File: config.mk
export PLATFORM = sky130hd
export DESIGN_NAME = utc_to_local_datetime
export DESIGN_NICKNAME = d
export VERILOG_FILES = /design/src/rtl/utcl_pkg.sv /design/src/rtl/utc_to_local_datetime.sv /design/src/rtl/utcl_civil_days.sv /design/src/rtl/utcl_days_civil.sv
export SDC_FILE = /design/constraint.sdc
export NUM_CORES = 2
export LEC_CHECK = 0
export BUFFER_PORTS_ARGS = -buffer_cell sky130_fd_sc_hd__buf_2
export CELL_PAD_IN_SITES_DETAIL_PLACEMENT = 1
export CELL_PAD_IN_SITES_GLOBAL_PLACEMENT = 2
export CORE_MARGIN = 3
export CORE_UTILIZATION = 46
export CTS_BUF_LIST = sky130_fd_sc_hd__clkbuf_2 sky130_fd_sc_hd__clkbuf_4 sky130_fd_sc_hd__clkbuf_8
export CTS_CLUSTER_DIAMETER = 200
export DETAILED_ROUTE_END_ITERATION = 6
export GPL_TIMING_DRIVEN = 0
export PLACE_DENSITY = 0.95
export SYNTH_ARGS = -nofsm -noshare
export SYNTH_HDL_FRONTEND = slang
export SYNTH_SLANG_ARGS = --single-unit
File: constraint.sdc
create_clock -name clk -period 21.5 [get_ports clk]
set_input_delay 3.225 -clock clk [delete_from_list [all_inputs] [get_ports clk]]
set_output_delay 3.225 -clock clk [all_outputs]
set_load 0.01 [all_outputs]
File: src/rtl/utcl_pkg.sv
// ----------------------------------------------------------------------------
// utcl_pkg
// Types, constants and small calendar helpers shared by the UTC to local
// date and time pipeline.
// ----------------------------------------------------------------------------
package utcl_pkg;

	// Register stages from the input registers to the output registers.
	localparam int NUM_STAGES = 9;

	localparam logic [17:0] DAYS_PER_ERA  = 18'd146097;
	localparam logic [17:0] LAST_DOE      = 18'd146096;
	localparam logic [17:0] DOE_CENT_1    = 18'd36524;
	localparam logic [17:0] DOE_CENT_2    = 18'd73048;
	localparam logic [17:0] DOE_CENT_3    = 18'd109572;
	localparam logic [10:0] MIN_PER_DAY   = 11'd1440;

	// Reciprocals: floor(x * R / 2^n) equals floor(x / d) over the value range.
	localparam logic [13:0] ERA_RECIP     = 14'd10486;   // /400, n = 22
	localparam logic [17:0] Q1460_RECIP   = 18'd183860;  // /1460, n = 28
	localparam logic [17:0] YEAR_RECIP    = 18'd183860;  // /365, n = 26
	localparam logic [12:0] MP_RECIP      = 13'd6854;    // /153, n = 20
	localparam logic [11:0] HOUR_RECIP    = 12'd2185;    // /60, n = 17

	typedef struct packed {
		logic [6:0]  era;    // signed era of 400 years
		logic [18:0] doe;    // signed day of era, before the carry
		logic [2:0]  carry;  // signed whole days from the time of day
	} utcl_days_t;

	typedef struct packed {
		logic [4:0] hour;
		logic [5:0] minute;
		logic [5:0] second;
	} utcl_hms_t;

	// Days from March 1 to the first day of the shifted month (March is 0).
	function automatic logic [8:0] month_start(input logic [3:0] mi);
		logic [8:0] r;
		case (mi)
			4'd0:    r = 9'd0;
			4'd1:    r = 9'd31;
			4'd2:    r = 9'd61;
			4'd3:    r = 9'd92;
			4'd4:    r = 9'd122;
			4'd5:    r = 9'd153;
			4'd6:    r = 9'd184;
			4'd7:    r = 9'd214;
			4'd8:    r = 9'd245;
			4'd9:    r = 9'd275;
			4'd10:   r = 9'd306;
			4'd11:   r = 9'd337;
			4'd12:   r = 9'd367;
			default: r = 9'd0;
		endcase
		return r;
	endfunction

	// Year of era divided by 100, for year of era 0..399.
	function automatic logic [1:0] div100(input logic [8:0] yoe);
		logic [1:0] r;
		if (yoe >= 9'd300) begin
			r = 2'd3;
		end else if (yoe >= 9'd200) begin
			r = 2'd2;
		end else if (yoe >= 9'd100) begin
			r = 2'd1;
		end else begin
			r = 2'd0;
		end
		return r;
	endfunction

	// Days in the era before the given year of era.
	function automatic logic [17:0] year_days(input logic [8:0] yoe);
		logic [17:0] r;
		r = 18'(yoe) * 18'd365 + 18'(yoe[8:2]) - 18'(div100(yoe));
		return r;
	endfunction

endpackage

File: src/rtl/utc_to_local_datetime.sv
// ----------------------------------------------------------------------------
// utc_to_local_datetime
// Nine register stages carry a beat from the inputs; the last is the output.
// Throughput: one beat per cycle; the whole pipeline holds while a result
// waits on out_ready, and a bubble in the output stage is filled at once.
// Reset clears the valid bits and sets the zone offset to zero.
// ----------------------------------------------------------------------------
module utc_to_local_datetime (
	input  logic               clk,
	input  logic               arst_n,

	input  logic               cfg_valid,
	output logic               cfg_ready,
	input  logic signed [10:0] utc_offset_minutes,

	input  logic               in_valid,
	output logic               in_ready,
	input  logic [13:0]        utc_year,
	input  logic [3:0]         utc_month,
	input  logic [4:0]         utc_day,
	input  logic [4:0]         utc_hour,
	input  logic [5:0]         utc_minute,
	input  logic [5:0]         utc_second,

	output logic               out_valid,
	input  logic               out_ready,
	output logic [13:0]        local_year,
	output logic [3:0]         local_month,
	output logic [4:0]         local_day,
	output logic [4:0]         local_hour,
	output logic [5:0]         local_minute,
	output logic [5:0]         local_second
);
	import utcl_pkg::*;

	logic                  en;
	logic [NUM_STAGES-1:0] valid_s;
	logic signed [10:0]    offset_q;

	logic                  sec_wrap;
	logic [10:0]           hr_min;
	logic signed [12:0]    t_sum;
	logic signed [2:0]     carry;
	logic signed [12:0]    tm_full;
	logic [22:0]           h_prod;
	logic [10:0]           min_full;

	logic signed [12:0]    t_s1;
	logic [5:0]            sec_s1, sec_s2, sec_s3;
	logic [10:0]           tm_s2, tm_s3;
	logic signed [2:0]     carry_s2, carry_s3;
	logic [4:0]            hour_s3;
	utcl_hms_t             hms_s [4:NUM_STAGES];

	logic signed [6:0]     era_s3;
	logic signed [18:0]    doe_s3;
	utcl_days_t            days_s3;

	// Advance everything when the output stage is empty or being taken.
	assign en        = ~valid_s[NUM_STAGES-1] | out_ready;
	assign in_ready  = en;
	assign out_valid = valid_s[NUM_STAGES-1];
	assign cfg_ready = 1'b1;

	always_ff @(posedge clk or negedge arst_n) begin
		if (!arst_n) begin
			offset_q <= 11'sd0;
		end else if (cfg_valid) begin
			offset_q <= utc_offset_minutes;
		end
	end

	always_ff @(posedge clk or negedge arst_n) begin
		if (!arst_n) begin
			valid_s <= '0;
		end else if (en) begin
			valid_s <= {valid_s[NUM_STAGES-2:0], in_valid};
		end
	end

	// Fold a second count of 60..63 into the minutes first, so the day carry
	// only needs the minute of day.
	assign sec_wrap = (utc_second >= 6'd60);
	assign hr_min   = 11'(utc_hour) * 11'd60;
	assign t_sum    = $signed({2'b00, hr_min}) + $signed({7'b0, utc_minute})
			+ 13'(offset_q) + $signed({12'b0, sec_wrap});

	always_comb begin
		if (t_s1 < 13'sd0) begin
			carry   = -3'sd1;
			tm_full = t_s1 + $signed({2'b00, MIN_PER_DAY});
		end else if (t_s1 < $signed({2'b00, MIN_PER_DAY})) begin
			carry   = 3'sd0;
			tm_full = t_s1;
		end else if (t_s1 < $signed({1'b0, MIN_PER_DAY, 1'b0})) begin
			carry   = 3'sd1;
			tm_full = t_s1 - $signed({2'b00, MIN_PER_DAY});
		end else begin
			carry   = 3'sd2;
			tm_full = t_s1 - $signed({1'b0, MIN_PER_DAY, 1'b0});
		end
	end

	assign h_prod   = 23'(tm_s2) * 23'(HOUR_RECIP);
	assign min_full = tm_s3 - 11'(hour_s3) * 11'd60;

	always_ff @(posedge clk) begin
		if (en) begin
			t_s1     <= t_sum;
			sec_s1   <= sec_wrap ? utc_second - 6'd60 : utc_second;

			tm_s2    <= tm_full[10:0];
			carry_s2 <= carry;
			sec_s2   <= sec_s1;

			tm_s3    <= tm_s2;
			carry_s3 <= carry_s2;
			sec_s3   <= sec_s2;
			hour_s3  <= h_prod[21:17];

			hms_s[4].hour   <= hour_s3;
			hms_s[4].minute <= min_full[5:0];
			hms_s[4].second <= sec_s3;
			for (int i = 5; i <= NUM_STAGES; i++) begin
				hms_s[i] <= hms_s[i-1];
			end
		end
	end

	utcl_civil_days u_civil_days (
		.clk    (clk),
		.en     (en),
		.year   (utc_year),
		.month  (utc_month),
		.day    (utc_day),
		.era_s3 (era_s3),
		.doe_s3 (doe_s3)
	);

	assign days_s3.era   = era_s3;
	assign days_s3.doe   = doe_s3;
	assign days_s3.carry = carry_s3;

	utcl_days_civil u_days_civil (
		.clk      (clk),
		.en       (en),
		.days_s3  (days_s3),
		.year_s9  (local_year),
		.month_s9 (local_month),
		.day_s9   (local_day)
	);

	assign local_hour   = hms_s[NUM_STAGES].hour;
	assign local_minute = hms_s[NUM_STAGES].minute;
	assign local_second = hms_s[NUM_STAGES].second;

endmodule

File: src/rtl/utcl_civil_days.sv
// ----------------------------------------------------------------------------
// utcl_civil_days
// Front end of the date path: year, month and day to era and day of era,
// three register stages.
// ----------------------------------------------------------------------------
module utcl_civil_days (
	input  logic               clk,
	input  logic               en,
	input  logic [13:0]        year,
	input  logic [3:0]         month,
	input  logic [4:0]         day,
	output logic signed [6:0]  era_s3,
	output logic signed [18:0] doe_s3
);
	import utcl_pkg::*;

	logic               month_low;
	logic signed [14:0] ym;
	logic [27:0]        era_prod;
	logic [3:0]         mi;
	logic signed [10:0] doy_full;
	logic signed [15:0] yoe_full;

	logic signed [14:0] ym_s1;
	logic signed [6:0]  era_s1;
	logic signed [9:0]  doy_s1;
	logic signed [6:0]  era_s2;
	logic signed [9:0]  doy_s2;
	logic [8:0]         yoe_s2;

	// January and February count as months of the year before.
	assign month_low = (month <= 4'd2);
	assign ym        = $signed({1'b0, year}) - $signed({14'b0, month_low});
	assign era_prod  = 28'(ym[13:0]) * 28'(ERA_RECIP);
	assign mi        = month_low ? month + 4'd9 : month - 4'd3;
	assign doy_full  = $signed({2'b00, month_start(mi)}) + $signed({6'b0, day}) - 11'sd1;

	assign yoe_full  = 16'(ym_s1) - 16'(era_s1) * 16'sd400;

	always_ff @(posedge clk) begin
		if (en) begin
			ym_s1  <= ym;
			era_s1 <= ym[14] ? -7'sd1 : $signed({1'b0, era_prod[27:22]});
			doy_s1 <= doy_full[9:0];

			era_s2 <= era_s1;
			doy_s2 <= doy_s1;
			yoe_s2 <= yoe_full[8:0];

			era_s3 <= era_s2;
			doe_s3 <= $signed({1'b0, year_days(yoe_s2)}) + 19'(doy_s2);
		end
	end

endmodule

File: src/rtl/utcl_days_civil.sv
// ----------------------------------------------------------------------------
// utcl_days_civil
// Back end of the date path: era and day of era plus the day carry to year,
// month and day, six register stages ending in the output registers.
// ----------------------------------------------------------------------------
module utcl_days_civil (
	input  logic                clk,
	input  logic                en,
	input  utcl_pkg::utcl_days_t days_s3,
	output logic [13:0]         year_s9,
	output logic [3:0]          month_s9,
	output logic [4:0]          day_s9
);
	import utcl_pkg::*;

	logic signed [18:0] d_sum;
	logic signed [18:0] d_wrap;
	logic [35:0]        c_prod;
	logic [2:0]         q36524;
	logic [17:0]        a_full;
	logic [35:0]        y_prod;
	logic [17:0]        doy_full;
	logic [10:0]        mp_num;
	logic [23:0]        mp_prod;
	logic [9:0]         day_full;
	logic signed [15:0] yr_full;
	logic               jan_feb;

	logic signed [6:0]  era_s4, era_s5, era_s6, era_s7, era_s8;
	logic [17:0]        doe_s4, doe_s5, doe_s6;
	logic [17:0]        a_s5;
	logic [8:0]         yoe_s6, yoe_s7, yoe_s8;
	logic [8:0]         doy_s7, doy_s8;
	logic [3:0]         mp_s8;

	// A negative day of era borrows from the era below.
	assign d_sum  = $signed(days_s3.doe) + 19'($signed(days_s3.carry));
	assign d_wrap = d_sum + $signed({1'b0, DAYS_PER_ERA});

	assign c_prod = 36'(doe_s4) * 36'(Q1460_RECIP);

	always_comb begin
		if (doe_s4 >= LAST_DOE) begin
			q36524 = 3'd4;
		end else if (doe_s4 >= DOE_CENT_3) begin
			q36524 = 3'd3;
		end else if (doe_s4 >= DOE_CENT_2) begin
			q36524 = 3'd2;
		end else if (doe_s4 >= DOE_CENT_1) begin
			q36524 = 3'd1;
		end else begin
			q36524 = 3'd0;
		end
	end

	assign a_full   = doe_s4 - 18'(c_prod[35:28]) + 18'(q36524)
			- 18'(doe_s4 == LAST_DOE);
	assign y_prod   = 36'(a_s5) * 36'(YEAR_RECIP);
	assign doy_full = doe_s6 - year_days(yoe_s6);
	assign mp_num   = 11'(doy_s7) * 11'd5 + 11'd2;
	assign mp_prod  = 24'(mp_num) * 24'(MP_RECIP);

	// Shifted months 10 and 11 are January and February of the next year.
	assign jan_feb  = (mp_s8 >= 4'd10);
	assign day_full = 10'(doy_s8) - 10'(month_start(mp_s8)) + 10'd1;
	assign yr_full  = 16'(era_s8) * 16'sd400 + $signed({7'b0, yoe_s8})
			+ $signed({15'b0, jan_feb});

	always_ff @(posedge clk) begin
		if (en) begin
			era_s4   <= d_sum[18] ? $signed(days_s3.era) - 7'sd1 : $signed(days_s3.era);
			doe_s4   <= d_sum[18] ? d_wrap[17:0] : d_sum[17:0];

			era_s5   <= era_s4;
			doe_s5   <= doe_s4;
			a_s5     <= a_full;

			era_s6   <= era_s5;
			doe_s6   <= doe_s5;
			yoe_s6   <= y_prod[34:26];

			era_s7   <= era_s6;
			yoe_s7   <= yoe_s6;
			doy_s7   <= doy_full[8:0];

			era_s8   <= era_s7;
			yoe_s8   <= yoe_s7;
			doy_s8   <= doy_s7;
			mp_s8    <= mp_prod[23:20];

			day_s9   <= day_full[4:0];
			month_s9 <= jan_feb ? mp_s8 - 4'd9 : mp_s8 + 4'd3;
			year_s9  <= yr_full[13:0];
		end
	end

endmodule

==> results.ini <==
[job]
drv_cap = 0

[synthesis]
synth-async-reset-ratio_pct = 4.751
synth_flop_cell = edfxtp_1
yosys.area.top_type = edfxtp_1
synth_top_area_share_pct = 28.76
yosysSeqAreaShare_pct = 30.21
ys_ff_latch = 421
synth_edf_count = 396
synth_cells = 3566
synth_nets = 4860
yosys_warnings = 0
synth_area_leaders = edfxtp_1, ha_1, fa_1
syn_area_per_cell_um2 = 11.60
syn_area_um2 = 41350
synth_cell_types = 83

[min_path]
holdPathStages = 0
hold_end = hms_s[2][23]
hp-start = hms_s[2][6]
hold_path.class = reg2reg

[worst_setup_path]
max_stage_delay_ns = 0.87
critPathArrivalTime_ns = 10.76
r2r.worst_path.cells = 32
cp_top_family = adder cells
criticalPathCategory = in2reg
startpoint_type = input pin
worst_path_max_delay_cell = xnor2_1
cp.required_ns = 21.89
crit_cells = 25
timing.rr.end = u_days_civil.a_s5[16]
critPathMaxFanout = 7
worst-path-buf-inv = 4
rrSetupSlack_ns = 11.53
rr_startpoint = u_days_civil.doe_s4[5]
cp-end-kind = flop

[layout]
final_nets = 5042
final_common_cell = ha_1
utilization_pct = 50.80
fin_area_um2 = 45100
drive_gt1_share_pct = 7.949
layout_common_cells = ha_1, inv_1, fa_1
syn_to_final_growth_pct = 9.062

[timing]
fin_crit_sh_pct = 48.23
skew_ns = 0.02716
setup_viol = 0
worstMarginPinSlew_ns = 1.256
drv_slew = 0
rsz0062_at_grt = false
hold_violations = 0
relSlewSlack_pct = 15.67
min_period_ns = 10.37
fmax_mhz = 96.43

[clock_network]
ctsResizeCount = 0
cts.path.max_buffers = 3
cts_tree = built
hold_buffers = 0
cts_max_level = 3
path_clk_slew_ns = 0.06
cts_setup_buffers = 0
clock_latency_ns = 0.67
cts-root-buf = clkbuf_8
cts_buffers = 77
clock_sinks = 421

[routing]
wire_per_inst_um = 18.19
wl_um = 90540
via_per_inst = 5.168
drt-pass1-iter-count = 6
drtAntennaViolNets = 0
vias = 25730
drtIter0Drc = 935
drc = 0

[global_routing]
grt-ovfl-total = 0
grt_max_degree = 72
grt_util_all_layers_pct = 20.01
grt_pass1_wl_um = 151100
antenna_found_initial = 1
grt_pass1_vias = 29410

[placed_design]
place_area_um2 = 43450
portBuffers = 97
hpwl_um = 73640
gp_congestion = 0.8393

[die]
dieWidth_um = 305.8
fp.dieArea_um2 = 93530
core_um2 = 88780
ioPinCount = 99
die_h_um = 305.8
start_util_pct = 46.57
rows = 109

[status]
status = complete, no violations

[stage by stage]
step / instances / hold slack [ns] / worst slack, ns / setup TNS, ns
final: 4978 / 0.3955 / 11.13 / 0
after global routing: 4978 / 0.4032 / 10.60 / 0
after CTS: 4977 / 0.3945 / 11.13 / 0
after detailed placement: 4834 / 0.4052 / 10.46 / 0
after global placement: 4828 / 0.4001 / -1.628 / -1.628
after floorplan: 3566 / 0.4003 / 3.957 / 0
[state kept, by name, summed over array words and instances, names as in the netlist, 10 cells and up, named ones only]
signal and flops:
hms_s 102, u_civil_days.doe_s3 19, u_days_civil.a_s5 18, u_days_civil.doe_s4 18, u_days_civil.year_s9 14, t_s1 13, offset_q 11, tm_s2 11
u_civil_days.doy_s1 10, u_civil_days.doy_s2 10
[area by class of cell]
| type | count | area (µm²) |
|---|---|---|
| inverters | 790 | 2965 |
| plain buffers | 28 | 187.7 |
| clock buffers | 98 | 1224 |
| flip-flops and latches | 421 | 12490 |
| fillers | 9418 | 43690 |
| well taps | 1165 | 1458 |
| clock inverters | 45 | 424.2 |
| diodes | 1 | 2.502 |
| repair buffers | 103 | 635.6 |
| multi-input cells | 2327 | 25710 |
[worst reg2reg max path: cells and delay by family (launching register included)]
family | cells | cell delay, ns
XOR/XNOR | 1 | 0.26
AND/OR/NAND/NOR | 3 | 0.36
flip-flops | 1 | 0.85
AO/OA/AOI/OAI | 10 | 2.92
buffers and inverters | 7 | 0.62
adder cells (fa/ha/maj) | 11 | 4.75
[cells by family after synthesis]
family	after synthesis	share of synthesized area (%)
fa+ha+maj	1238	44.81
flops	421	30.21
xor+xnor	242	5.144
compound gates	416	6.681
simple gates	408	4.944
mux	22	0.5840
other cells	1	0.009069
buf+inv	818	7.616
[how the worst max path moves through the flow]
stage,from,endpoint,slack [ns]
4_1_cts,utc_month[1],u_civil_days.era_s1[4],11.13
5_1_grt,utc_month[1],u_civil_days.era_s1[4],10.60
6_report,utc_month[1],u_civil_days.era_s1[4],11.13
3_3_place_gp,out_ready,in_ready,-1.63
3_5_place_dp,utc_month[1],u_civil_days.era_s1[4],10.46
2_1_floorplan,out_ready,in_ready,3.96
[synth_stat cells, types with 12 or more instances]
master,n
ha_1,833
inv_1,789
fa_1,405
edfxtp_1,396
xnor2_1,165
a21oi_1,124
nand2_1,113
nor2_1,82
xor2_1,76
o21ai_0,62
a21o_1,56
nand3_1,38
nor3_1,34
o21bai_1,29
nor2b_1,25
dfrtp_1,20
o21a_1,20
buf_4,19
a211oi_1,18
and3_1,18
nand2b_1,18
a31oi_1,17
mux2_2,16
nand4_1,16
or3_1,12
[per-layer routing]
metal | wire length, µm | share of wire [%] | global-route usage [%]
met5 | 0 | 0 | 0
met4 | 2781 | 3.1 | 6.548
met3 | 2385 | 2.6 | 2.480
met2 | 47670 | 53 | 37.32
met1 | 37710 | 42 | 23.86
Power is not shown: default switching activity piles up to over one toggle a cycle in this logic, so the estimate is an artifact.
